<file path="src/rtl/shcc_pkg.sv">
// ----------------------------------------------------------------------------
// shcc_pkg: shared types and constants for strip hit selection
// Widths of the item fields, register codes, sequencer states and the small
// structs passed between the map scan and the top-level control.
// ----------------------------------------------------------------------------
package shcc_pkg;

  // Default geometry
  localparam int DETECTORS_DEF = 16;
  localparam int STRIPS_DEF    = 256;

  // Map word, one memory entry
  localparam int MAP_WORD_W = 64;

  // Detector numbering: tile + 8 * (layer - 55)
  localparam logic [7:0] LAYER_BASE = 8'd55;

  // Detectors counted as phi; the rest are z
  localparam int PHI_DETS = 8;

  // Results per event at most
  localparam int MAX_RESULTS = 16;

  // Configuration port
  localparam int CFG_IDX_W  = 2;
  localparam int CFG_DATA_W = 10;

  localparam logic [9:0] WINDOW_LOW_RST     = 10'd20;
  localparam logic [9:0] WINDOW_HIGH_RST    = 10'd45;
  localparam logic [7:0] SIGMA_MULTIPLE_RST = 8'd80;  // 5.0 in sixteenths

  typedef enum logic [CFG_IDX_W-1:0] {
    CFG_WINDOW_LOW     = 2'd0,
    CFG_WINDOW_HIGH    = 2'd1,
    CFG_SIGMA_MULTIPLE = 2'd2
  } cfg_index_e;

  // Sequencer states
  typedef enum logic [2:0] {
    ST_CLEAR  = 3'd0,
    ST_IDLE   = 3'd1,
    ST_UPDATE = 3'd2,
    ST_SCAN   = 3'd3,
    ST_DRAIN  = 3'd4,
    ST_EMIT   = 3'd5
  } state_e;

  // Outcome of the hit test
  typedef struct packed {
    logic signal;
    logic mapped;
  } hit_flags_t;

  // Tag travelling with a map word read during the scan
  typedef struct packed {
    logic valid;
    logic first;
    logic last;
  } scan_tag_t;

  // Per-detector completion from the run counter
  typedef struct packed {
    logic valid;
    logic last;
  } cnt_done_t;

  // Event cluster totals
  typedef struct packed {
    logic [15:0] total;
    logic [15:0] phi;
    logic [15:0] z;
  } cluster_sums_t;

  // 16-bit add that sticks at all ones
  function automatic logic [15:0] sat_add16(input logic [15:0] a, input logic [15:0] b);
    logic [16:0] s;
    s = {1'b0, a} + {1'b0, b};
    return s[16] ? 16'hFFFF : s[15:0];
  endfunction

endpackage

</file>
<file path="src/rtl/shcc_map_mem.sv">
// ----------------------------------------------------------------------------
// shcc_map_mem: strip occupancy memory
// One write and one read per cycle, registered read data. A read and a write
// to the same word in one cycle return the old contents.
// ----------------------------------------------------------------------------
module shcc_map_mem #(
  parameter int DEPTH = 64,
  parameter int AW    = 6
) (
  input  logic                            clk_i,
  input  logic                            we_i,
  input  logic [AW-1:0]                   waddr_i,
  input  logic [shcc_pkg::MAP_WORD_W-1:0] wdata_i,
  input  logic                            re_i,
  input  logic [AW-1:0]                   raddr_i,
  output logic [shcc_pkg::MAP_WORD_W-1:0] rdata_o
);
  import shcc_pkg::*;

  logic [MAP_WORD_W-1:0] mem_q [DEPTH];

  // Write port
  always_ff @(posedge clk_i) begin
    if (we_i) begin
      mem_q[waddr_i] <= wdata_i;
    end
  end

  // Read port
  always_ff @(posedge clk_i) begin
    if (re_i) begin
      rdata_o <= mem_q[raddr_i];
    end
  end

endmodule

</file>
<file path="config.mk">
export PLATFORM = sky130hd
export DESIGN_NAME = shcc_map_mem
export DESIGN_NICKNAME = d
export VERILOG_FILES = /design/src/rtl/shcc_pkg.sv /design/src/rtl/shcc_map_mem.sv
export SDC_FILE = /design/constraint.sdc
export NUM_CORES = 2
export LEC_CHECK = 0
export BUFFER_PORTS_ARGS = -buffer_cell sky130_fd_sc_hd__clkbuf_2
export CORE_MARGIN = 2
export CORE_UTILIZATION = 45
export DETAILED_ROUTE_END_ITERATION = 16
export HOLD_SLACK_MARGIN = 0.02
export PLACE_DENSITY = 0.71
export SLEW_MARGIN = 10
export SYNTH_ARGS = -nofsm -noshare
export SYNTH_HDL_FRONTEND = slang
export SYNTH_SLANG_ARGS = --single-unit
</file>
<file path="constraint.sdc">
create_clock -name clk_i -period 21.5 [get_ports clk_i]
set_input_delay 4.3 -clock clk_i [delete_from_list [all_inputs] [get_ports clk_i]]
set_output_delay 4.3 -clock clk_i [all_outputs]
set_load 0.05 [all_outputs]
</file>
; Word level (Yosys, flattened, before mapping)
; Memories as Yosys holds them, arrays and structs flattened. A register that Yosys moved wholly into a read port is not among the register bits.
; Index checks and enable logic that the tools add are counted.
[totals]
regBits = 0
ramBits = 4096
input_bits = 79
output_inout_bits = 64
elab_cells = 3
memories = 1
[op_classes]
n_mux = 2
[memory_table]
columns = name, words, width, rd, rd_ports_with_merged_regs, wr, line
row1 = mem_q, 64, 64, 1, 1, 1, shcc_map_mem.sv:20  ; logic [MAP_WORD_W-1:0] mem_q [DEPTH];
[op_table]
columns = operator, n
row1 = two-way mux 1 bit, 2

; Longest topological paths before layout
[depth]
word_depth = 2
depth_mapped = 9
ltp_nobuf = 5

; Worst setup path after synthesis
; OpenSTA, ideal clock, no wires.
[synth_timing]
kind = input to register
startpoint = in waddr_i[3]
endpoint = mem mem_q[48][0] (enable)
setup_ns = 0.564
arrival_ns = 9.172
required_time_ns = 20.936
path_slack_ns = 11.764
cell_stages = 4
path_buffers = 1
cell_sequence = clkbuf_1 > nor2b_1 > nand4b_1 > nor3_1
[synth_rtl]
columns = item, line
row1 = "start, declared", shcc_map_mem.sv:12  ; input logic [AW-1:0] waddr_i,
row2 = "end, declared", shcc_map_mem.sv:20
; Straight into the memory's write port.

==> results.ini <==
[status]
status=finished clean

[synthesis]
synthArstFlopShare_pct=0
post_synth_instance_area_um2=157000
synthAdderAreaFrac_pct=0
yosysWarnings=0
syn_avg_cell_area_um2=23.8
synth_xor_area_share_pct=0
synth_compound_area_share_pct=2.47
synth_edf_count=4160
synth_top_family_by_area=multiplexers
yosys.area.top_type=edfxtp_1
ys_top_cells_by_count=edfxtp_1 (4160), mux4_2 (1024), buf_2 (170), a22oi_1 (168), clkbuf_1 (140)
synth.top_cells.by_area=edfxtp_1 (80%), mux4_2 (15%), mux2i_1 (0.86%), a22oi_1 (0.80%), buf_2 (0.54%)
synthCells=6598
synth-simple-area-share_pct=1.23
ys_seq_elements=4160
synth_mux_area_share_pct=15.6
yosysSeqAreaShare_pct=79.6
syn_nets=6677
synth_top_area_share_pct=79.6
synth_flop_cell=edfxtp_1
yosysMostFrequentCell=edfxtp_1
synthDistinctLibCells=32

[finish]
drive_above_1_share_pct=27.6
fin_cells=11900
area_growth_pct=12.4
fin_nets=7053
stdcell_area_um2=177000
fin_util_pct=50.9

[sta]
slew_headroom_pct=13.2
tightest_slew_ns=1.28
fmax_ghz=0.121
finalCriticalPeriod_ns=8.25
fin_worst_skew_ns=0.0684
finalCritPeriodShare_pct=38.4
rsz0062_at_grt=false
setup_viol=0
maxSlewViolCount=0
hold_viol=0
final.setup.tns_ns=0

[placed_design]
place_inst=11200
io_buffers=142
post_dp_cell_area_um2=164000
gp_congestion=0.787
hpwl_mm=221

[power_and_ir_drop]
ir_drop_mv=0.0818
clockPowerShare_pct=40.8
power_leakage_nw=54.5
power.share.sequential_pct=54.5
power.density_nw_per_um2=93.9
p_sw_share_pct=20.9
p_comb_share_pct=4.7
power_mw=16.6
p_switching_mw=3.46
p_int_mw=13.1

[global_routing]
grt_pass1_vias=76100
grt.met2_usage_pct=38.6
met1_usage_pct=32.4
antenna_found_initial=34
met3_usage_pct=4.52
grt-ovfl-total=0
track_usage_pct=23.9
grt_pass1_wl_mm=595
gr-max-usage-layer=met2
grt_start_max_net_pins=122

[critical_path]
r2r.worst_path.cells=4
cp_max_fo=121
worstReg2RegStart=mem_q[38][20]
crit_chain=buf_12 -> buf_4 -> buf_12 -> buf_4 -> mux4_2 -> mux2i_1 -> nand2_1 -> a31oi_1 -> a211oi_1
cpMaxStageDelayCell=buf_4
slowest_delay_ns=0.93
cp-end-kind=flip-flop
critPathArrivalTime_ns=8.83
r2r_end=rdata_o[20]
crit_type=primary input to flip-flop
start_kind=primary input
crit_required_ns=22.07
r2r_setup_slack_ns=18.87

[routing]
drt_iter0_drc=12700
vias_per_cell=6.45
antenna_left=0
num_vias=76800
dr.pass1.iters=5
route.detailed.drc=0
drt-wirelength-per-cell_um=36.0
routed_wl_mm=428

[floorplan]
io_pins=143
die_y_um=595
die_w_um=595
die_area_um2=354000
num_rows=216
fp.coreArea_um2=347000
start_util_pct=45.3

[worst_hold_path]
hold_start=mem_q[37][42]
hp-class=flip-flop to flip-flop
whs_path_depth=4
hold_end=rdata_o[42]

[clock_tree]
hold_buffers=0
clkSinkCount=4160
cts_buffers=388
cts_tree=built
clockBufferDepth=4
ctsRootBufferMaster=clkbuf_16
insertion_delay_ns=0.93
cts-resized-gates=0
clk_pin_slew_worst_paths_ns=0.07
cts_setup_buffers=0
htree_levels=5

[job]
max_cap_viol_count=0

area by class of cell:
cell class	instances	area [um^2]
fill	26100	170000
sequential	4160	125000
multi-input combinational	2049	30800
clock buffer	483	10300
tap	4578	5730
timing repair buffer	356	2600
clock inverter	221	2090
inverter	19	71.3
antenna	26	65.1
placed cells by master (no fill, tap or decap), types with 58 or more instances in the layout:
master / n
and3_1: 64
clkbuf_2: 126
a22o_1: 88
o22ai_1: 83
buf_4: 198
clkinv_2: 58
edfxtp_1: 4160
nor2_4: 65
a211oi_1: 62
a22oi_1: 168
clkbuf_16: 398
clkinv_1: 95
mux2i_1: 135
clkbuf_1: 85
mux4_2: 1024
cells by family (layout without fill, tap and decap cells):
| logic type | Yosys count | after routing |
|---|---|---|
| flip-flops | 4160 | 4160 |
| multiplexers | 1159 | 1159 |
| AO/OA/AOI/OAI | 504 | 504 |
| buffers and inverters | 389 | 1079 |
| AND/OR/NAND/NOR | 386 | 386 |
| other | 0 | 26 |
how the worst max path moves through the flow:
stage                          start           end  slack, ns  cells after the start
after CTS                 raddr_i[0]   rdata_o[31]      13.14                      9
final                     raddr_i[0]   rdata_o[31]      13.25                      9
after detailed placement  raddr_i[0]   rdata_o[41]      12.20                      9
after floorplan           waddr_i[3]  mem_q[48][0]      11.76                      4
after global placement    raddr_i[0]   rdata_o[41]      12.26                      9
after global routing      raddr_i[0]   rdata_o[31]      12.81                      9
stage by stage:
| stage | hold WS [ns] | setup slack (ns) |
|---|---|---|
| floorplan | 0.865 | 11.76 |
| global placement | 0.891 | 12.26 |
| detailed placement | 0.904 | 12.20 |
| CTS | 0.921 | 13.14 |
| global route | 0.967 | 12.81 |
| finish | 0.916 | 13.25 |
power groups by stage:
stage | clock (mW) | combinational [mW] | sequential, mW
CTS | 6.82 | 0.777 | 9.04
finish | 6.77 | 0.778 | 9.04
global route | 7.12 | 0.818 | 9.04
detailed placement | 0 | 0.774 | 9.21
global placement | 0 | 0.755 | 9.20
floorplan | 0 | 0.418 | 9.23
worst max-delay path: cells and delay by family:
family	cells	cell delay (ns)
muxes	2	0.79
AOI/OAI and AO/OA	2	0.37
and+or+nand+nor	1	0.07
buffers and inverters	4	2.87
flip-flops by register name, indices dropped and copies added (netlist names):
signal / flops
mem_q: 4096
rdata_o: 64
per-layer routing:
metal  part of all wire, %  up-vias
li1                      -    29300
met1                    36    41200
met2                    49     5376
met3                    12      884
met4                   4.2       10
met5                 0.049        -
(Power assumes the default switching activity.)
