==> src/rtl/shcc_pkg.sv <==
// ----------------------------------------------------------------------------
// shcc_pkg: shared types and constants for strip hit selection
// Widths of the item fields, register codes, sequencer states and the small
// structs passed between the map scan and the top-level control.
// ----------------------------------------------------------------------------
package shcc_pkg;

  // Default geometry
  localparam int DETECTORS_DEF = 16;
  localparam int STRIPS_DEF    = 256;

  // Map word, one memory entry
  localparam int MAP_WORD_W = 64;

  // Detector numbering: tile + 8 * (layer - 55)
  localparam logic [7:0] LAYER_BASE = 8'd55;

  // Detectors counted as phi; the rest are z
  localparam int PHI_DETS = 8;

  // Results per event at most
  localparam int MAX_RESULTS = 16;

  // Configuration port
  localparam int CFG_IDX_W  = 2;
  localparam int CFG_DATA_W = 10;

  localparam logic [9:0] WINDOW_LOW_RST     = 10'd20;
  localparam logic [9:0] WINDOW_HIGH_RST    = 10'd45;
  localparam logic [7:0] SIGMA_MULTIPLE_RST = 8'd80;  // 5.0 in sixteenths

  typedef enum logic [CFG_IDX_W-1:0] {
    CFG_WINDOW_LOW     = 2'd0,
    CFG_WINDOW_HIGH    = 2'd1,
    CFG_SIGMA_MULTIPLE = 2'd2
  } cfg_index_e;

  // Sequencer states
  typedef enum logic [2:0] {
    ST_CLEAR  = 3'd0,
    ST_IDLE   = 3'd1,
    ST_UPDATE = 3'd2,
    ST_SCAN   = 3'd3,
    ST_DRAIN  = 3'd4,
    ST_EMIT   = 3'd5
  } state_e;

  // Outcome of the hit test
  typedef struct packed {
    logic signal;
    logic mapped;
  } hit_flags_t;

  // Tag travelling with a map word read during the scan
  typedef struct packed {
    logic valid;
    logic first;
    logic last;
  } scan_tag_t;

  // Per-detector completion from the run counter
  typedef struct packed {
    logic valid;
    logic last;
  } cnt_done_t;

  // Event cluster totals
  typedef struct packed {
    logic [15:0] total;
    logic [15:0] phi;
    logic [15:0] z;
  } cluster_sums_t;

  // 16-bit add that sticks at all ones
  function automatic logic [15:0] sat_add16(input logic [15:0] a, input logic [15:0] b);
    logic [16:0] s;
    s = {1'b0, a} + {1'b0, b};
    return s[16] ? 16'hFFFF : s[15:0];
  endfunction

endpackage

==> src/rtl/shcc_run_count.sv <==
// ----------------------------------------------------------------------------
// shcc_run_count: cluster counting over the scanned map words
// Stage one marks rising edges of each word (carrying the last strip of the
// previous word) and counts them in two halves; stage two accumulates per
// detector and folds finished detectors into the event totals.
// ----------------------------------------------------------------------------
module shcc_run_count #(
  parameter int DETECTORS = shcc_pkg::DETECTORS_DEF,
  parameter int STRIPS    = shcc_pkg::STRIPS_DEF
) (
  input  logic                                clk_i,
  input  logic                                rst_ni,
  input  logic                                clear_i,
  input  shcc_pkg::scan_tag_t                 tag_i,
  input  logic [shcc_pkg::MAP_WORD_W-1:0]     word_i,
  output shcc_pkg::cnt_done_t                 done_o,
  output logic [$clog2(DETECTORS)-1:0]        det_o,
  output logic [$clog2(STRIPS/2+1)-1:0]       count_o,
  output shcc_pkg::cluster_sums_t             sums_o
);
  import shcc_pkg::*;

  localparam int DW    = $clog2(DETECTORS);
  localparam int CNT_W = $clog2(STRIPS / 2 + 1);
  localparam int HALF  = MAP_WORD_W / 2;

  logic                  prev;
  logic [MAP_WORD_W-1:0] rise;
  logic [5:0]            pop_lo;
  logic [5:0]            pop_hi;

  scan_tag_t             tag1_q;
  logic                  carry_q;
  logic [5:0]            pop_lo_q;
  logic [5:0]            pop_hi_q;

  logic [CNT_W-1:0]      acc_q;
  logic [CNT_W-1:0]      det_sum;
  logic [DW-1:0]         det_q;
  logic [15:0]           sum16;

  // Rising edges: set strip whose lower neighbour is clear
  assign prev = tag_i.first ? 1'b0 : carry_q;
  assign rise = word_i & ~{word_i[MAP_WORD_W-2:0], prev};

  always_comb begin
    pop_lo = '0;
    pop_hi = '0;
    for (int i = 0; i < HALF; i++) begin
      pop_lo = pop_lo + 6'(rise[i]);
      pop_hi = pop_hi + 6'(rise[i+HALF]);
    end
  end

  // Stage one registers
  always_ff @(posedge clk_i or negedge rst_ni) begin
    if (!rst_ni) begin
      tag1_q  <= '0;
      carry_q <= 1'b0;
    end else begin
      tag1_q <= tag_i;
      if (tag_i.valid) begin
        carry_q <= word_i[MAP_WORD_W-1];
      end
    end
  end

  always_ff @(posedge clk_i) begin
    pop_lo_q <= pop_lo;
    pop_hi_q <= pop_hi;
  end

  // Per-detector running count
  assign det_sum = (tag1_q.first ? '0 : acc_q) + CNT_W'(pop_lo_q) + CNT_W'(pop_hi_q);
  assign sum16   = 16'(det_sum);

  // Stage two: accumulate, report, total up
  always_ff @(posedge clk_i or negedge rst_ni) begin
    if (!rst_ni) begin
      acc_q   <= '0;
      det_q   <= '0;
      done_o  <= '0;
      det_o   <= '0;
      count_o <= '0;
      sums_o  <= '0;
    end else if (clear_i) begin
      acc_q   <= '0;
      det_q   <= '0;
      done_o  <= '0;
      sums_o  <= '0;
    end else begin
      done_o.valid <= tag1_q.valid && tag1_q.last;
      done_o.last  <= tag1_q.valid && tag1_q.last && (det_q == DW'(DETECTORS - 1));
      if (tag1_q.valid) begin
        acc_q <= det_sum;
        if (tag1_q.last) begin
          count_o      <= det_sum;
          det_o        <= det_q;
          det_q        <= det_q + DW'(1);
          sums_o.total <= sat_add16(sums_o.total, sum16);
          if (int'(det_q) < PHI_DETS) begin
            sums_o.phi <= sat_add16(sums_o.phi, sum16);
          end else begin
            sums_o.z <= sat_add16(sums_o.z, sum16);
          end
        end
      end
    end
  end

endmodule

==> config.mk <==
export PLATFORM = sky130hd
export DESIGN_NAME = shcc_run_count
export DESIGN_NICKNAME = d
export VERILOG_FILES = /design/src/rtl/shcc_pkg.sv /design/src/rtl/shcc_run_count.sv
export SDC_FILE = /design/constraint.sdc
export NUM_CORES = 1
export LEC_CHECK = 0
export ABC_AREA = 1
export BUFFER_PORTS_ARGS = -buffer_cell sky130_fd_sc_hd__buf_2
export CORE_AREA = 2 2 122 124
export CTS_CLUSTER_DIAMETER = 200
export DETAILED_ROUTE_END_ITERATION = 16
export DIE_AREA = 0 0 124 126
export PLACE_DENSITY_LB_ADDON = 0.08
export SETUP_SLACK_MARGIN = 0.2
export SLEW_MARGIN = 20
export SYNTH_ARGS = -nofsm -noshare
export SYNTH_HDL_FRONTEND = slang
export SYNTH_SLANG_ARGS = --single-unit
==> constraint.sdc <==
create_clock -name clk_i -period 5.2 [get_ports clk_i]
set_clock_uncertainty 0.2 [all_clocks]
set_input_delay 0.52 -clock clk_i [delete_from_list [all_inputs] [get_ports clk_i]]
set_output_delay 0.52 -clock clk_i [all_outputs]
set_load 0.005 [all_outputs]
# [Yosys cells after proc, flatten, opt, wreduce, memory -nomap -nowiden]
# Cells that the tools add are included.
[totals] in_bits=70 wordCells=114 output_inout_bits=62 register_bits=90
[classes] bitwise_logic=3 n_mux=16 add_sub_neg=68 reduce_logical=9 n_lt_le_gt_ge=1 eq_ne=2
[op_table] operator="adder 6 x 1 -> 6 bit" n=52
[op_table] operator="2-to-1 mux 48 bit" n=3
[op_table] operator="2-to-1 mux 16 bit" n=5
[op_table] operator="AND 64 bit" n=1
[op_table] operator="inverter 64 bit" n=1
[op_table] operator="adder 16 x 8 -> 17 bit" n=3
[op_table] operator="2-to-1 mux 8 bit" n=3
[op_table] operator="adder 8 x 6 -> 8 bit" n=2
[op_table] operator="adder 5 x 1 -> 6 bit" n=2
[op_table] operator="2-to-1 mux 4 bit" n=3
[op_table] operator="adder 4 x 1 -> 5 bit" n=2
[op_table] operator="AND reduction 3 bit" n=3
[op_table] operator="adder 3 x 1 -> 4 bit" n=2
[op_table] operator="adder 2 x 1 -> 3 bit" n=2
[op_table] operator="nonzero test 2 bit" n=3
[op_table] operator="adder 1 x 1 -> 2 bit" n=2
[op_table] operator="adder 4 x 1 -> 4 bit, second input constant" n=1
[op_table] operator="== test 4 bit, second input constant" n=1
[op_table] operator="< comparator 4 bit, second input constant" n=1
[op_table] operator="logical AND 1 bit" n=2
[op_table] operator="2-to-1 mux 2 bit" n=1
[op_table] operator="inequality test 2 bit, second input constant" n=1
[op_table] operator="AND reduction 2 bit" n=1
[op_table] operator="2-to-1 mux 1 bit" n=1
[op_table] operator="inverter 1 bit" n=1

# [Logic depth before layout (Yosys ltp)]
[depth] word_depth=34 ltp_mapped=24 mapped_depth_nobuf=24

# [Least setup slack after synthesis]
# Ideal clock, no wire load.
[synth_path] path_type="input to register" start="input port word_i[43] in the netlist's numbering" end="register pop_hi_q[4]" setup_ns=0.072 path_slack_ns=-0.028 t_arrival_ns=4.956 path_buffers=0 t_required_ns=4.928 path_stages=17 cell_sequence="inv_1 or2_2 fa_1 inv_1 fa_1 inv_1 fa_1 fa_1 fa_1 inv_1 fa_1 ha_1 fa_1 a21oi_1 nor2_1 nor2_1 xnor2_1"
[synth_between] elab_chain_len=22 elab_cells_between_ends=23 classes_between="21 x add/sub; 2 x bitwise"
[synth_rtl] item="start, declared" line="shcc_run_count.sv:15" rtl="input logic [shcc_pkg::MAP_WORD_W-1:0] word_i,"
[synth_rtl] item="AND 64 bit *" line="shcc_run_count.sv:44" rtl="assign rise = word_i & ~{word_i[MAP_WORD_W-2:0], prev};"
[synth_rtl] item="adder 6 x 1 -> 6 bit or AND 64 bit (tied branches)" line="shcc_run_count.sv:51, shcc_run_count.sv:44"
[synth_rtl] item="adder 6 x 1 -> 6 bit * (20 in series)" line="shcc_run_count.sv:51" rtl="pop_hi = pop_hi + 6'(rise[i+HALF]);"
[synth_rtl] item="named net pop_hi[4]" line="shcc_run_count.sv:30" rtl="logic [5:0] pop_hi;"
[synth_rtl] item="end signal, assigned" line="shcc_run_count.sv:70" rtl="pop_hi_q <= pop_hi;"
[synth_rtl] item="end, declared" line="shcc_run_count.sv:35" rtl="logic [5:0] pop_hi_q;"
# The timed path passes the listed nets; every way through them passes the cells marked *.
# A chain may end at the register's enable or synchronous reset.

# [Final worst setup path]
[layout_path] start="input port word_i[42] in the netlist's numbering" end="register pop_hi_q[4]"
[layout_between] elab_chain_len=23 elab_cells_between_ends=24 classes_between="22 x add/sub; 2 x bitwise"
[layout_rtl] item="AND 64 bit *" line="shcc_run_count.sv:44"
[layout_rtl] item="adder 6 x 1 -> 6 bit or AND 64 bit (tied branches)" line="shcc_run_count.sv:51, shcc_run_count.sv:44"
[layout_rtl] item="adder 6 x 1 -> 6 bit * (21 in series)" line="shcc_run_count.sv:51"
[layout_rtl] item="named net pop_hi[4]" line="shcc_run_count.sv:30"
# Marked as above.

==> results by group <==
Outcome
  • Status: finished clean

Clock tree
  • Total CTS buffers: 9
  • Root buffer cell: clkbuf_16
  • H-tree Lvls: 3
  • Clock latency on the worst-skew pair: 0.35 ns
  • Clock sink count: 90
  • Worst-path clk slew: 0.07 ns
  • Maximum root-to-sink buffer count: 2
  • CTS tree: yes

Timing
  • Final period utilization: 92.9%
  • Max_slew headroom: 47.6%
  • RSZ-0062 raised after global routing: yes
  • Hold Fails Final Rpt: 0
  • Slew @ Worst Pin: 0.785 ns
  • Final slew viol count: 0
  • Fmax: 207 MHz
  • Min Tclk post-route: 4.83 ns
  • Setup Viol. Count Final: 0

Global route
  • Largest net degree at the start of global routing: 44
  • Total gr overflow: 0
  • Met3 Usage GRT: under 10%
  • Tot GR Track Use: 23.6%
  • First-pass GRT wire length: approximately 30 mm
  • Met1 GRT Util: 30.6%
  • GR met2 Demand/Resource: ~40%
  • Initial antenna violation count: 0
  • Global routing's busiest layer: met2
  • Number of global-route vias before repair: 6627

Final layout
  • Layout Nets: 1355
  • Area of the multi-input gates: 4640 sq um
  • P&R area growth vs syn: 16.0%
  • Finished Core Util: 62.1%
  • Diode count: 0
  • Commonest non-fill, non-tap cell in the layout: nand2_1
  • Most frequent cells in the layout: nand2_1, inv_1, buf_2
  • Layout cells sized above 1: 18.4%
  • Fillers: 1395
  • Area occupied by registers: 2190 sq um

Worst setup path
  • Cell count of the worst reg-to-reg path: 17
  • Startpoint types: input pin
  • R2r endpoint: pop_lo_q[4]
  • Critical Path Sink Type: register
  • CP startpoint: word_i[42]
  • Crit Path Class: input pin to register
  • Worst EP required: approximately 5.2 ns
  • Worst Path Arrival: just under 5 ns
  • Critical R2R Launch: carry_q
  • Worst Path Max Fanout: 2
  • FF-to-FF setup slack: ~0.57 ns

Pwr
  • VDD IR max: 0.333 mV
  • P per Cell Area: around 530 nW/um^2
  • Tot Pwr: 4.71 mW
  • P_leak: 5.33 nW

Worst hold path
  • Hold Crit Class: input pin to register
  • Hold Path End: tag1_q[1]
  • Hold Startpoint: tag_i[1]
  • Hold Path Cell Cnt: 1

Route
  • DRT Pass-1 Iters: 5
  • Post-DRT Antenna Nets: 0
  • Via count: 6621
  • Via density: between 4 and 5
  • Initial DRC count: 386
  • Post-route DRC: 0
  • Final WL: ~17 mm
  • DR WL/cell: 12.5 um

Floorplan
  • Core area: approximately 14000 sq um
  • Die W: 124 um
  • Full die area: ~16000 sq um
  • Die height: 126 um
  • I/O pin count: 132
  • Initial Utilization: between 50% and 60%
  • Row count: 44

Synth
  • #FFs+latches synth: 90
  • Mapped Cells: approximately 1000
  • Top cell type's share of synthesized area: 25.5%
  • Post-synth ARST share: around 87%
  • Post-synth EDFFs: 0
  • Main area contributors after synthesis: dfrtp_1, nand2_1, fa_1, inv_1, ha_1
  • Post-Syn Nets: 1216
  • Commonest register cell after synthesis: dfrtp_1
  • Distinct cells, synth: 39
  • Yosys top cell by area: dfrtp_1
  • Cell Area, Synth: 7660 sq um
  • Syn_area_per_cell: 7.36 sq um
  • Sequential element share of the synthesized area: between 20% and 30%
  • Synth Warn #: 0

Placed design
  • IO Port Bufs: 131
  • GP Congestion: roughly 0.88
  • Final HPWL DP: 13.4 mm

Flow run
  • Max-Cap Viols: 0
==> per-stage QoR <==
stage	setup WS (ns)	area, sq um	instances	setup TNS [ns]	hold slack [ns]
4_1_cts	0.340	8860	1368	0	0.0821
2_1_floorplan	0.191	7680	1041	0	0.0244
6_report	0.368	8880	1369	0	0.0907
5_1_grt	0.173	8880	1369	0	0.0956
3_3_place_gp	0.0124	8550	1351	0	0.258
3_5_place_dp	-0.0318	8550	1351	-0.0577	0.255
==> cell type report <==
cell class / count / area share (%)
inverter: 209 / 8.83
timing repair buffer: 142 / 8.37
sequential: 90 / 24.7
clock inverter: 7 / 0.775
tap: 184 / 2.59
multi-input combinational: 728 / 52.2
clock buffer: 9 / 2.53
==> worst max-delay path, stage by stage <==
cell	delay, ns
buf_2	0.11
or2_4	0.25
fa_1	0.53
inv_1	0.05
fa_1	0.47
inv_1	0.05
fa_1	0.51
fa_1	0.43
fa_1	0.49
inv_1	0.05
fa_1	0.43
ha_2	0.21
fa_2	0.40
a21oi_2	0.13
nor2_1	0.04
nor2_1	0.13
xnor2_1	0.08
==> cells by family after synthesis <==
family	Yosys count	synth area share (%)
AND/OR/NAND/NOR	538	30.3
buffers and inverters	223	11.3
adder cells (fa/ha/maj)	105	22.7
flip-flops	90	28.6
AO/OA/AOI/OAI	69	5.20
XOR/XNOR	16	1.83
==> report_power, final <==
| part | total (mW) | switching [mW] | internal, mW | leakage (nW) |
|---|---|---|---|---|
| clock | 0.662 | 0.291 | 0.372 | 0.142 |
| sequential | 0.923 | 0.0835 | 0.840 | 1.16 |
| combinational | 3.12 | 1.81 | 1.31 | 4.02 |
| total | 4.71 | 2.19 | 2.52 | 5.33 |
==> layer usage <==
| metal | part of all wire, % | up-vias | routed length (um) |
|---|---|---|---|
| met3 | 3.6 | 31 | 615 |
| met1 | 46 | 3016 | 7910 |
| met2 | 47 | 137 | 8100 |
| li1 | - | 3437 | - |
| met5 | 0 | - | 0 |
| met4 | 2.7 | 0 | 457 |
==> sequential cells by signal, indices dropped and copies added, names as in the netlist <==
register	cells
det_o	4
done_o	2
det_q	4
sums_o	48
pop_lo_q	6
acc_q	8
count_o	8
pop_hi_q	6
tag1_q	3
carry_q	1
==> Yosys cell counts, types with 9 or more instances <==
library cell	count
nand4_1	9
nor2_1	56
fa_1	57
nand3_1	62
dfxtp_1	12
or2_2	21
inv_1	205
a21oi_1	23
ha_1	48
o21ai_0	22
nand2_1	358
xor2_1	12
dfrtp_1	78
==> worst max path at each step <==
stage	endpoint	slack, ns	depth (start not counted)
floorplan	pop_hi_q[4]	0.19	17
global placement	pop_hi_q[4]	0.01	17
detailed placement	pop_lo_q[4]	-0.03	15
CTS	pop_lo_q[4]	0.34	15
global route	pop_hi_q[3]	0.17	18
finish	pop_hi_q[4]	0.37	17
==> repair_timing <==
item	4_1_cts	5_1_grt
gates resized for setup	0	5
hold endpoints to repair	35	0
endpoints found under the setup margin	0	5
buffers inserted	0	1
hold buffers	1	0
No activity file was read; power rests on OpenSTA's default activity.
